--- src/sv/peth_pkg.sv ---
// Shared types, constants and helper functions for the peri-event time histogram.
// Used by peth_ctrl, peth_dpath and peri_event_time_histogram_top. No dependencies.
package peth_pkg;

  // Table geometry.
  localparam int NUM_BINS   = 256;
  localparam int COUNT_BITS = 32;
  localparam int BIN_BITS   = $clog2(NUM_BINS);

  // Field widths fixed by the interface.
  localparam int TIME_BITS = 32;
  localparam int IDX_BITS  = 8;
  localparam int REP_BITS  = 32;
  localparam int STEP_BITS = $clog2(TIME_BITS);

  // Request operations.
  localparam logic [1:0] OP_EVENT = 2'd0;
  localparam logic [1:0] OP_VISIT = 2'd1;
  localparam logic [1:0] OP_READ  = 2'd2;

  // Configuration register indexes.
  localparam logic [1:0] CFG_MAX_BIN = 2'd0;
  localparam logic [1:0] CFG_BIN_RES = 2'd1;

  localparam logic [IDX_BITS-1:0]  MAX_BIN_RST = 8'd255;
  localparam logic [TIME_BITS-1:0] BIN_RES_RST = 32'd65536;

  typedef enum logic [3:0] {
    ST_CLEAR,
    ST_IDLE,
    ST_DIV,
    ST_EV_RD,
    ST_EV_WR,
    ST_VI_RD,
    ST_VI_WR,
    ST_RD_ADDR,
    ST_RD_OUT
  } peth_state_e;

  // Commands from the controller to the datapath.
  typedef struct packed {
    logic clr_wr;
    logic bin_inc;
    logic bin_clear;
    logic in_load;
    logic div_start;
    logic div_step;
    logic ev_rd;
    logic ev_wr;
    logic vi_rd;
    logic vi_wr;
    logic rd_rd;
    logic out_load;
  } peth_cmd_t;

  // Status from the datapath to the controller.
  typedef struct packed {
    logic [1:0] op;
    logic       div_last;
    logic       bin_last;
    logic       clr_last;
    logic       out_busy;
  } peth_sts_t;

  function automatic logic [COUNT_BITS-1:0] sat_inc(input logic [COUNT_BITS-1:0] c);
    return (c == {COUNT_BITS{1'b1}}) ? c : c + COUNT_BITS'(1);
  endfunction

  // Clamp a count to the width of the result fields.
  function automatic logic [REP_BITS-1:0] report(input logic [COUNT_BITS-1:0] c);
    logic [63:0] w;
    w = 64'(c);
    return (w > 64'hFFFF_FFFF) ? {REP_BITS{1'b1}} : w[REP_BITS-1:0];
  endfunction

endpackage

--- src/sv/peth_ctrl.sv ---
// Controller state machine of the peri-event time histogram.
// Depends on peth_pkg; drives the command struct of peth_dpath.
module peth_ctrl import peth_pkg::*; (
  input  logic      clk_i,
  input  logic      rst_ni,
  input  logic      in_valid_i,
  input  logic [1:0] op_i,
  input  logic      out_ready_i,
  input  peth_sts_t sts_i,
  output logic      in_ready_o,
  output peth_cmd_t cmd_o
);

  peth_state_e state_q, state_d;

  always_ff @(posedge clk_i or negedge rst_ni) begin
    if (!rst_ni) begin
      state_q <= ST_CLEAR;
    end else begin
      state_q <= state_d;
    end
  end

  always_comb begin
    state_d = state_q;
    unique case (state_q)
      ST_CLEAR: begin
        if (sts_i.clr_last) state_d = ST_IDLE;
      end
      ST_IDLE: begin
        if (in_valid_i) begin
          unique case (op_i)
            OP_EVENT, OP_VISIT: state_d = ST_DIV;
            OP_READ:            state_d = ST_RD_ADDR;
            default:            state_d = ST_IDLE;
          endcase
        end
      end
      ST_DIV: begin
        if (sts_i.div_last) state_d = (sts_i.op == OP_EVENT) ? ST_EV_RD : ST_VI_RD;
      end
      ST_EV_RD:   state_d = ST_EV_WR;
      ST_EV_WR:   state_d = ST_IDLE;
      ST_VI_RD:   state_d = ST_VI_WR;
      ST_VI_WR: begin
        state_d = sts_i.bin_last ? ST_IDLE : ST_VI_RD;
      end
      ST_RD_ADDR: state_d = ST_RD_OUT;
      ST_RD_OUT: begin
        if (!sts_i.out_busy || out_ready_i) state_d = ST_IDLE;
      end
      default:    state_d = ST_IDLE;
    endcase
  end

  always_comb begin
    cmd_o      = '0;
    in_ready_o = 1'b0;
    unique case (state_q)
      ST_CLEAR: begin
        cmd_o.clr_wr  = 1'b1;
        cmd_o.bin_inc = 1'b1;
      end
      ST_IDLE: begin
        in_ready_o      = 1'b1;
        cmd_o.in_load   = in_valid_i;
        cmd_o.div_start = in_valid_i;
      end
      ST_DIV: begin
        cmd_o.div_step  = 1'b1;
        cmd_o.bin_clear = sts_i.div_last;
      end
      ST_EV_RD:   cmd_o.ev_rd = 1'b1;
      ST_EV_WR:   cmd_o.ev_wr = 1'b1;
      ST_VI_RD:   cmd_o.vi_rd = 1'b1;
      ST_VI_WR: begin
        cmd_o.vi_wr   = 1'b1;
        cmd_o.bin_inc = 1'b1;
      end
      ST_RD_ADDR: cmd_o.rd_rd = 1'b1;
      ST_RD_OUT:  cmd_o.out_load = !sts_i.out_busy || out_ready_i;
      default: begin
        cmd_o = '0;
      end
    endcase
  end

  // A result is only loaded when the output register is free or being emptied.
  assert property (@(posedge clk_i) disable iff (!rst_ni)
    cmd_o.out_load |-> (!sts_i.out_busy || out_ready_i))
    else $error("result loaded over an unread result");

  // No request is taken while the tables are being cleared.
  assert property (@(posedge clk_i) disable iff (!rst_ni)
    (state_q == ST_CLEAR) |-> !in_ready_o)
    else $error("request accepted during table clear");

  // Every table write-back follows the read of the same entry.
  assert property (@(posedge clk_i) disable iff (!rst_ni)
    cmd_o.ev_wr |-> $past(cmd_o.ev_rd))
    else $error("response write without preceding read");

  assert property (@(posedge clk_i) disable iff (!rst_ni)
    cmd_o.vi_wr |-> $past(cmd_o.vi_rd))
    else $error("visit write without preceding read");

endmodule

--- config.mk ---
export PLATFORM = sky130hd
export DESIGN_NAME = peth_ctrl
export DESIGN_NICKNAME = d
export VERILOG_FILES = /design/src/sv/peth_pkg.sv /design/src/sv/peth_ctrl.sv
export SDC_FILE = /design/constraint.sdc
export NUM_CORES = 1
export LEC_CHECK = 0
export BUFFER_PORTS_ARGS = -buffer_cell sky130_fd_sc_hd__clkbuf_2
export CAP_MARGIN = 25
export CORE_AREA = 5 5 42 44
export DETAILED_ROUTE_END_ITERATION = 10
export DIE_AREA = 0 0 47 49
export PLACE_DENSITY = 0.77
export SLEW_MARGIN = 20
export SYNTH_ARGS = -nofsm -noshare
export SYNTH_HDL_FRONTEND = slang
export SYNTH_SLANG_ARGS = --single-unit
--- constraint.sdc ---
create_clock -name clk_i -period 1.5 [get_ports clk_i]
set_input_delay 0.075 -clock clk_i [delete_from_list [all_inputs] [get_ports clk_i]]
set_output_delay 0.075 -clock clk_i [all_outputs]
set_load 0.005 [all_outputs]
==> Word level (Yosys, flattened, before mapping) <==
Index checks and enable logic that the tools add are counted.
{ "totals": {"reg_bits": 4} }
{ "classes": {"eq_ne": 14, "mux": 20, "reduce_logical": 8} }
{ "op_table": {"columns": ["operator", "n"], "rows": [
  ["4-bit one-hot mux with 8 select lines", 1],
  ["4-bit by 3-bit == test with 1-bit output (second input constant)", 4],
  ["4-bit two-way mux", 4],
  ["1-bit two-way mux", 11],
  ["4-bit by 2-bit == test with 1-bit output (second input constant)", 2],
  ["2-bit != test (second input constant)", 4],
  ["3-bit two-way mux", 2],
  ["3-bit one-hot mux with 2 select lines", 1],
  ["4-bit by 1-bit == test with 1-bit output (second input constant)", 1],
  ["4-bit == test (second input constant)", 1],
  ["2-bit zero test", 2],
  ["4-bit zero test", 1],
  ["4-bit AND reduction", 1],
  ["2-bit OR reduction", 2],
  ["2-bit by 1-bit == test with 1-bit output (second input constant)", 1],
  ["2-bit == test (second input constant)", 1],
  ["2-bit two-way mux", 1],
  ["1-bit zero test", 1],
  ["1-bit logical OR", 1]
]} }

==> Logic depth before layout (Yosys ltp) <==
Gate-level depths: netlist (run 1).
{ "depth": {"ltp_word": 5, "mapped_depth": 4, "ltp_nobuf": 4} }

==> Worst setup path after synthesis (run 1) <==
OpenSTA, ideal clock, no wires.
{ "synth_path": {"path_type": "reg2reg", "startpoint": "register state_q[1]", "endpoint": "register state_q[0]", "setup_ps": 132, "arrival_time_ps": 1281, "required_ps": 1368, "setup_slack_ps": 87, "stages_incl_launch_ff": 4, "synth_period_minus_slack_ps": 1413, "path_cell_list": "dfrtp_1 -> or4b_1 -> nor3b_1 -> o32ai_1"} }
{ "synth_via": {"elab_chain_cells": 3, "elab_cells_between_ends": 14, "classes_between": "eq/ne: 11; mux: 1; reduce/logical: 2"} }
{ "synth_rtl": {"columns": ["element", "line", "rtl"], "rows": [
  ["start: declaration", "peth_ctrl.sv:14", "peth_state_e state_q, state_d;"],
  ["start signal: assignment", "peth_ctrl.sv:20", "state_q <= state_d;"],
  ["4-bit == test (tied with other cells)", "peth_ctrl.sv:26", "unique case (state_q)"],
  ["2-bit != test (no line)", null, null],
  ["4-bit AND reduction (no line)", null, null]
]} }
Several ways; a longest one is shown, not always the timed one.
A chain may end at the register's enable or synchronous reset.

==> results.tsv, run 1 <==
metric	value	unit
outcome	finished with violations	
failing checks	negative setup slack	
critical path data required time	1.42	ns
total area of multi-input combinational cells	337	um^2
vias post-DR	524	
Crit path largest cell delay	0.58	ns
count of fill cells added during filler insertion	136	
Yosys top cell area share	0.225	
cells after synthesis	52	
count of clock tree sinks	4	
number of hold-slack violations in the final timing report	0	
proportion of layout cells with a drive suffix above 1	0.616	
total iterations of the first detailed-routing run	4	
drt wl/cell	14.4	um
number of buffers inserted during clock tree synthesis	3	
internal reg-to-reg setup slack	0.03	ns
first-pass GRT wire length	2150	um
finished layout cell area	737	um^2
number of port buffers	24	
part of the Yosys area used for sequential elements	0.225	
met2 demand-to-capacity share in global routing	0.195	
antenna violations before repair	0	
largest net degree at the start of global routing	14	
library cell with the largest summed area after synthesis	dfrtp_1	
final cell utilization of the core	0.526	
number of nets in the finished design	100	
clock-pin slew on the worst setup and hold paths	0.04	ns
cell area after synthesis	444	um^2
total setup violations reported at the end of the flow	5	
final worst path period share	1.04	
biggest fanout along the worst timing path	3	
dominant register cell in the synthesized netlist	dfrtp_1	
Detail Route Antenna Nets	0	
global-route track usage on met3	0	
total congestion overflow	0	
Storage cell area	100	um^2
Post-Synthesis Net Count	64	
clock tree from TritonCTS	done	
post-DR vias/cell	5.14	
vias in the first global route	495	
most congested layer reported by global routing	met2	
Post-synth EDFFs	0	
overall power	0.00128	W
worst slew pin tran	0.254	ns
gpl congestion	0.824	
largest cells by area after synthesis	dfrtp_1 (23%), nor3_1 (5.6%), nor4b_4 (5.4%), buf_2 (4.5%), nor2_1 (4.2%)	
Post-synth ARST share	1.00	
remaining routing DRC violations	0	
post-synthesis cell type count	31	
mean instance size in the synthesized netlist	8.54	um^2
number of core rows	14	
Regs by FF count	state_q: 4 flops	
total global routing track utilization	0.127	
met1 Track Usage GR	0.166	
setup repair after global routing missed its margin	true	
maximum number of buffers from clock root to sink	2	
number of flip-flops in the largest register	4	
crit path DAT	1.48	ns
clock period minus final worst setup slack	1.55	ns
Worst Clk Skew	0.00552	ns
IO Pins	25	
Synth Warn #	0	
Worst-Skew Late Latency	0.24	ns
Ant. Diodes	0	
cells along the critical path	or4b_4 -> clkinv_4 -> and2_4 -> buf_6	
Synth-to-Final Area Change	65.9	%
classification of the worst-slack hold path	in2reg	
largest register by flop count	state_q	
die footprint	2300	um^2
worst-path cell with the longest stage delay	or4b_4	
chip height	49	um
Static Leakage	0.372	nW
startpoint class of the critical path	register	
number of synthesized register bits	4	
number of max-slew violations in the final report	0	
initial detailed-routing violation count	3	
DP Area	609	um^2
number of H-tree levels	1	
highest clock rate	644	MHz
area of the core	1400	um^2
count of max-cap constraint violations	0	
total routed wirelength	1470	um
peak ir drop on the vdd network	0.795	mV
Rel. slew slack	0.830	
pwr/cell area	1730	nW/um^2
Initial Util	0.317	
final setup margin	-0.0531	ns
Critical Path Sink Type	output port	
type of the worst setup path	reg2out	
CTS root buffer	clkbuf_4	
Die X-Extent	47	um
HPWL after detailed placement	1050	um
layer usage:
layer / up-vias / wire, um / part of all wire
met3: 4 / 67 / 0.046
met2: 16 / 784 / 0.54
met1: 247 / 565 / 0.39
met4: 0 / 48 / 0.033
li1: 257 / - / -
met5: - / 0 / 0
final timing paths:
| kind | cells past startpoint | start | endpoint |
|---|---|---|---|
| setup / recovery | 4 | state_q[3] | cmd_o[9] |
| hold / removal | 2 | sts_i[3] | state_q[1] |
| setup reg to reg | 5 | state_q[3] | state_q[1] |
| hold reg to reg | 2 | state_q[3] | state_q[2] |
| max in group asynchronous | 2 | rst_ni | state_q[2] |
| min in group asynchronous | 2 | rst_ni | state_q[1] |
kinds of logic (layout without fill, tap and decap cells):
family / after synthesis / count (layout) / synth area share
flip-flops: 4 / 4 / 0.225
XOR/XNOR: 1 / 1 / 0.0197
multiplexers: 1 / 1 / 0.0225
AO/OA/AOI/OAI: 10 / 10 / 0.217
buffers and inverters: 10 / 44 / 0.107
AND/OR/NAND/NOR: 26 / 26 / 0.408
cell usage after synthesis, types with 2 or more instances:
cell type / n
inv_1: 4
dfrtp_1: 4
nor2_1: 5
nor3_1: 5
nand2b_1: 2
buf_2: 4
a21oi_1: 2
nor3b_1: 2
and2_1: 2
power breakdown:
group          switching [W]  total (W)  internal, W
clock              0.0000450   0.000135    0.0000895
combinational       0.000444   0.000960     0.000517
sequential         0.0000378   0.000184     0.000146
total               0.000526    0.00128     0.000752
per-stage QoR:
step           TNS [ns]  hold slack, ns  setup WS (ns)  instances
2_1_floorplan         0          -0.221         0.0870         52
3_3_place_gp   -0.00391          -0.113       -0.00391         94
3_5_place_dp     -0.118          -0.108        -0.0975         94
4_1_cts          -0.341          0.0718        -0.0850        101
5_1_grt          -0.401          0.0855        -0.0885        102
6_report         -0.191          0.0731        -0.0531        102
layout make-up:
cell class                      instances  area share
Clock buffer                            3      0.0306
Inverter                                5      0.0323
Multi-Input combinational cell         38       0.457
Sequential cell                         4       0.136
Tap cell                               16      0.0272
Timing Repair Buffer                   36       0.317
what timing repair did:
item,in CTS,in global routing
resized for setup,3,15
buffers inserted,3,1
pin swaps,4,4
hold buffers,1,0
cloned,0,0
endpoints found under the hold margin,4,0
setup endpoints to repair,6,11
critical path, delay by kind of cell, from the launching register on:
family	cells	cell delay, ns
buf+inv	2	0.15
flops	1	0.38
simple gates	2	0.71
cells in the final DEF (no fill, tap or decap):
master         count
a2111oi_2          1
a21oi_1            1
a21oi_2            1
a22oi_2            1
a2bb2oi_1          1
a32oi_1            1
and2_4             2
and4bb_2           1
buf_2              3
buf_4              8
buf_6              3
buf_8              1
clkbuf_2          20
clkbuf_4           3
clkinv_4           1
dfrtp_1            4
dlygate4sd3_1      1
inv_1              4
mux2i_1            1
nand2_1            1
nand2b_1           2
nand3b_1           1
nor2_1             5
nor2b_2            1
nor3_1             5
nor3b_2            2
nor4_4             1
nor4b_4            1
o21a_1             1
o2bb2ai_1          1
o32ai_1            1
o32ai_2            1
or2_1              1
or2b_1             1
or4b_4             2
xor2_1             1
Note: power is estimated with default switching activity, not from simulation.
==> run 2, diff against run 1 <==
--- a/config.mk
+++ b/config.mk
@@ -11,6 +11,7 @@
 export DETAILED_ROUTE_END_ITERATION = 10
 export DIE_AREA = 0 0 47 49
 export PLACE_DENSITY = 0.77
+export SKIP_CTS_REPAIR_TIMING = 1
 export SLEW_MARGIN = 20
 export SYNTH_ARGS = -nofsm -noshare
 export SYNTH_HDL_FRONTEND = slang
==> results.tsv, run 2 (synthesized netlist as in run 1, its figures left out) <==
metric	value	unit
startpoint of the tightest hold check path	sts_i[3]	
count of max-cap constraint violations	0	
chip height	49	um
largest register by flop count	state_q	
Rel. slew slack	0.819	
final worst path period share	1.06	
biggest fanout along the worst timing path	3	
maximum number of buffers from clock root to sink	2	
cell count of the worst hold path	2	
CTS root buffer	clkbuf_4	
Placement Setup Slack	-0.0975	ns
Synth-to-Final Area Change	62.5	%
Regs by FF count	state_q: 4 flops	
HPWL after detailed placement	1050	um
failing checks	negative setup slack	
startpoint class of the critical path	register	
number of buffers inserted during clock tree synthesis	3	
number of max-slew violations in the final report	0	
clock period minus final worst setup slack	1.59	ns
internal reg-to-reg setup slack	-0.01	ns
clock tree from TritonCTS	done	
capture instance of the worst register-to-register path	state_q[1]	
antenna violations before repair	0	
first-pass GRT wire length	2010	um
proportion of layout cells with a drive suffix above 1	0.602	
number of hold-slack violations in the final timing report	0	
Ant. Diodes	0	
Die X-Extent	47	um
startpoint of the lowest-slack register-to-register path	state_q[2]	
clock-pin slew on the worst setup and hold paths	0.04	ns
hold-critical path endpoint	state_q[1]	
total global routing track utilization	0.118	
Initial Util	0.317	
type of the worst setup path	reg2out	
vias post-DR	490	
number of H-tree levels	1	
Static Leakage	0.364	nW
crit path DAT	1.52	ns
die footprint	2300	um^2
vias in the first global route	474	
count of fill cells added during filler insertion	139	
finished layout cell area	722	um^2
number of nets in the finished design	97	
overall power	0.00123	W
DP Area	609	um^2
IO Pins	25	
gpl congestion	0.824	
Worst Clk Skew	0.00518	ns
most frequent cells in the layout	clkbuf_2 (20), nor2_1 (5), nor3_1 (5)	
area of the core	1400	um^2
total routed wirelength	1390	um
number of port buffers	24	
Critical Path Sink Type	output port	
Min Hold Slack	0.0736	ns
outcome	finished with violations	
setup repair after global routing missed its margin	true	
drt wl/cell	14.0	um
worst slew pin tran	0.271	ns
pwr/cell area	1700	nW/um^2
Detail Route Antenna Nets	0	
total setup violations reported at the end of the flow	5	
highest clock rate	628	MHz
final cell utilization of the core	0.515	
total congestion overflow	0	
remaining routing DRC violations	0	
number of cells traversed by the worst register-to-register path	5	
classification of the worst-slack hold path	in2reg	
post-DR vias/cell	4.95	
critical path data required time	1.42	ns
final setup margin	-0.0926	ns
number of flip-flops in the largest register	4	
largest net degree at the start of global routing	14	
count of clock tree sinks	4	
peak ir drop on the vdd network	0.826	mV
Worst-Skew Late Latency	0.24	ns
initial detailed-routing violation count	6	
leading cell type in the layout, fill and taps excluded	clkbuf_2	
number of core rows	14	
total iterations of the first detailed-routing run	4	
==> run 2: cell count changes in the layout (fill, tap and decap cells not counted) <==
cell      previous run  this run
buf_4                8         4
buf_6                3         4
clkinv_4             1         0
inv_4                0         1
nor3b_2              2         1
nor3b_4              0         1
==> run 2: how the worst max path moves through the flow <==
stage | from | depth (start not counted) | end | slack [ns]
CTS | state_q[0] | 4 | cmd_o[9] | -0.12
floorplan | state_q[1] | 3 | state_q[0] | 0.09
global placement | state_q[1] | 3 | state_q[0] | -0.004
finish | state_q[2] | 4 | cmd_o[9] | -0.09
detailed placement | state_q[1] | 3 | state_q[0] | -0.1
global route | state_q[2] | 4 | cmd_o[9] | -0.11
==> run 2: critical path, cell delays in order, from the launching register on <==
cell and delay (ns):
dfrtp_1 0.39, or4b_4 0.59, inv_4 0.08, and2_4 0.14
buf_6 0.08
==> run 2: metrics by stage <==
step,std cells,setup TNS (ns)
floorplan,52,0
detailed placement,94,-0.118
global placement,94,-0.00391
CTS,97,-0.504
global route,99,-0.446
finish,99,-0.260
==> run 2: per-layer routing <==
layer  wire length, um  part of all wire  GRT usage
met1               519              0.37      0.155
met2               763              0.55      0.186
met3                86             0.062          0
met4                20             0.014     0.0691
met5                 0                 0          0
==> run 2: final cells by class <==
cell class / instances / area (um^2) / area share
Inverter: 5 / 21.3 / 0.0295
Clock buffer: 3 / 22.5 / 0.0312
Multi-Input combinational cell: 38 / 343 / 0.475
Tap cell: 16 / 20.0 / 0.0277
Sequential cell: 4 / 100 / 0.139
Timing Repair Buffer: 33 / 215 / 0.298
==> run 2: power breakdown <==
group,switching (W),leakage (nW),total [W],internal [W]
sequential,0.0000374,0.0523,0.000183,0.000146
clock,0.0000449,0.0138,0.000134,0.0000895
combinational,0.000425,0.298,0.000909,0.000485
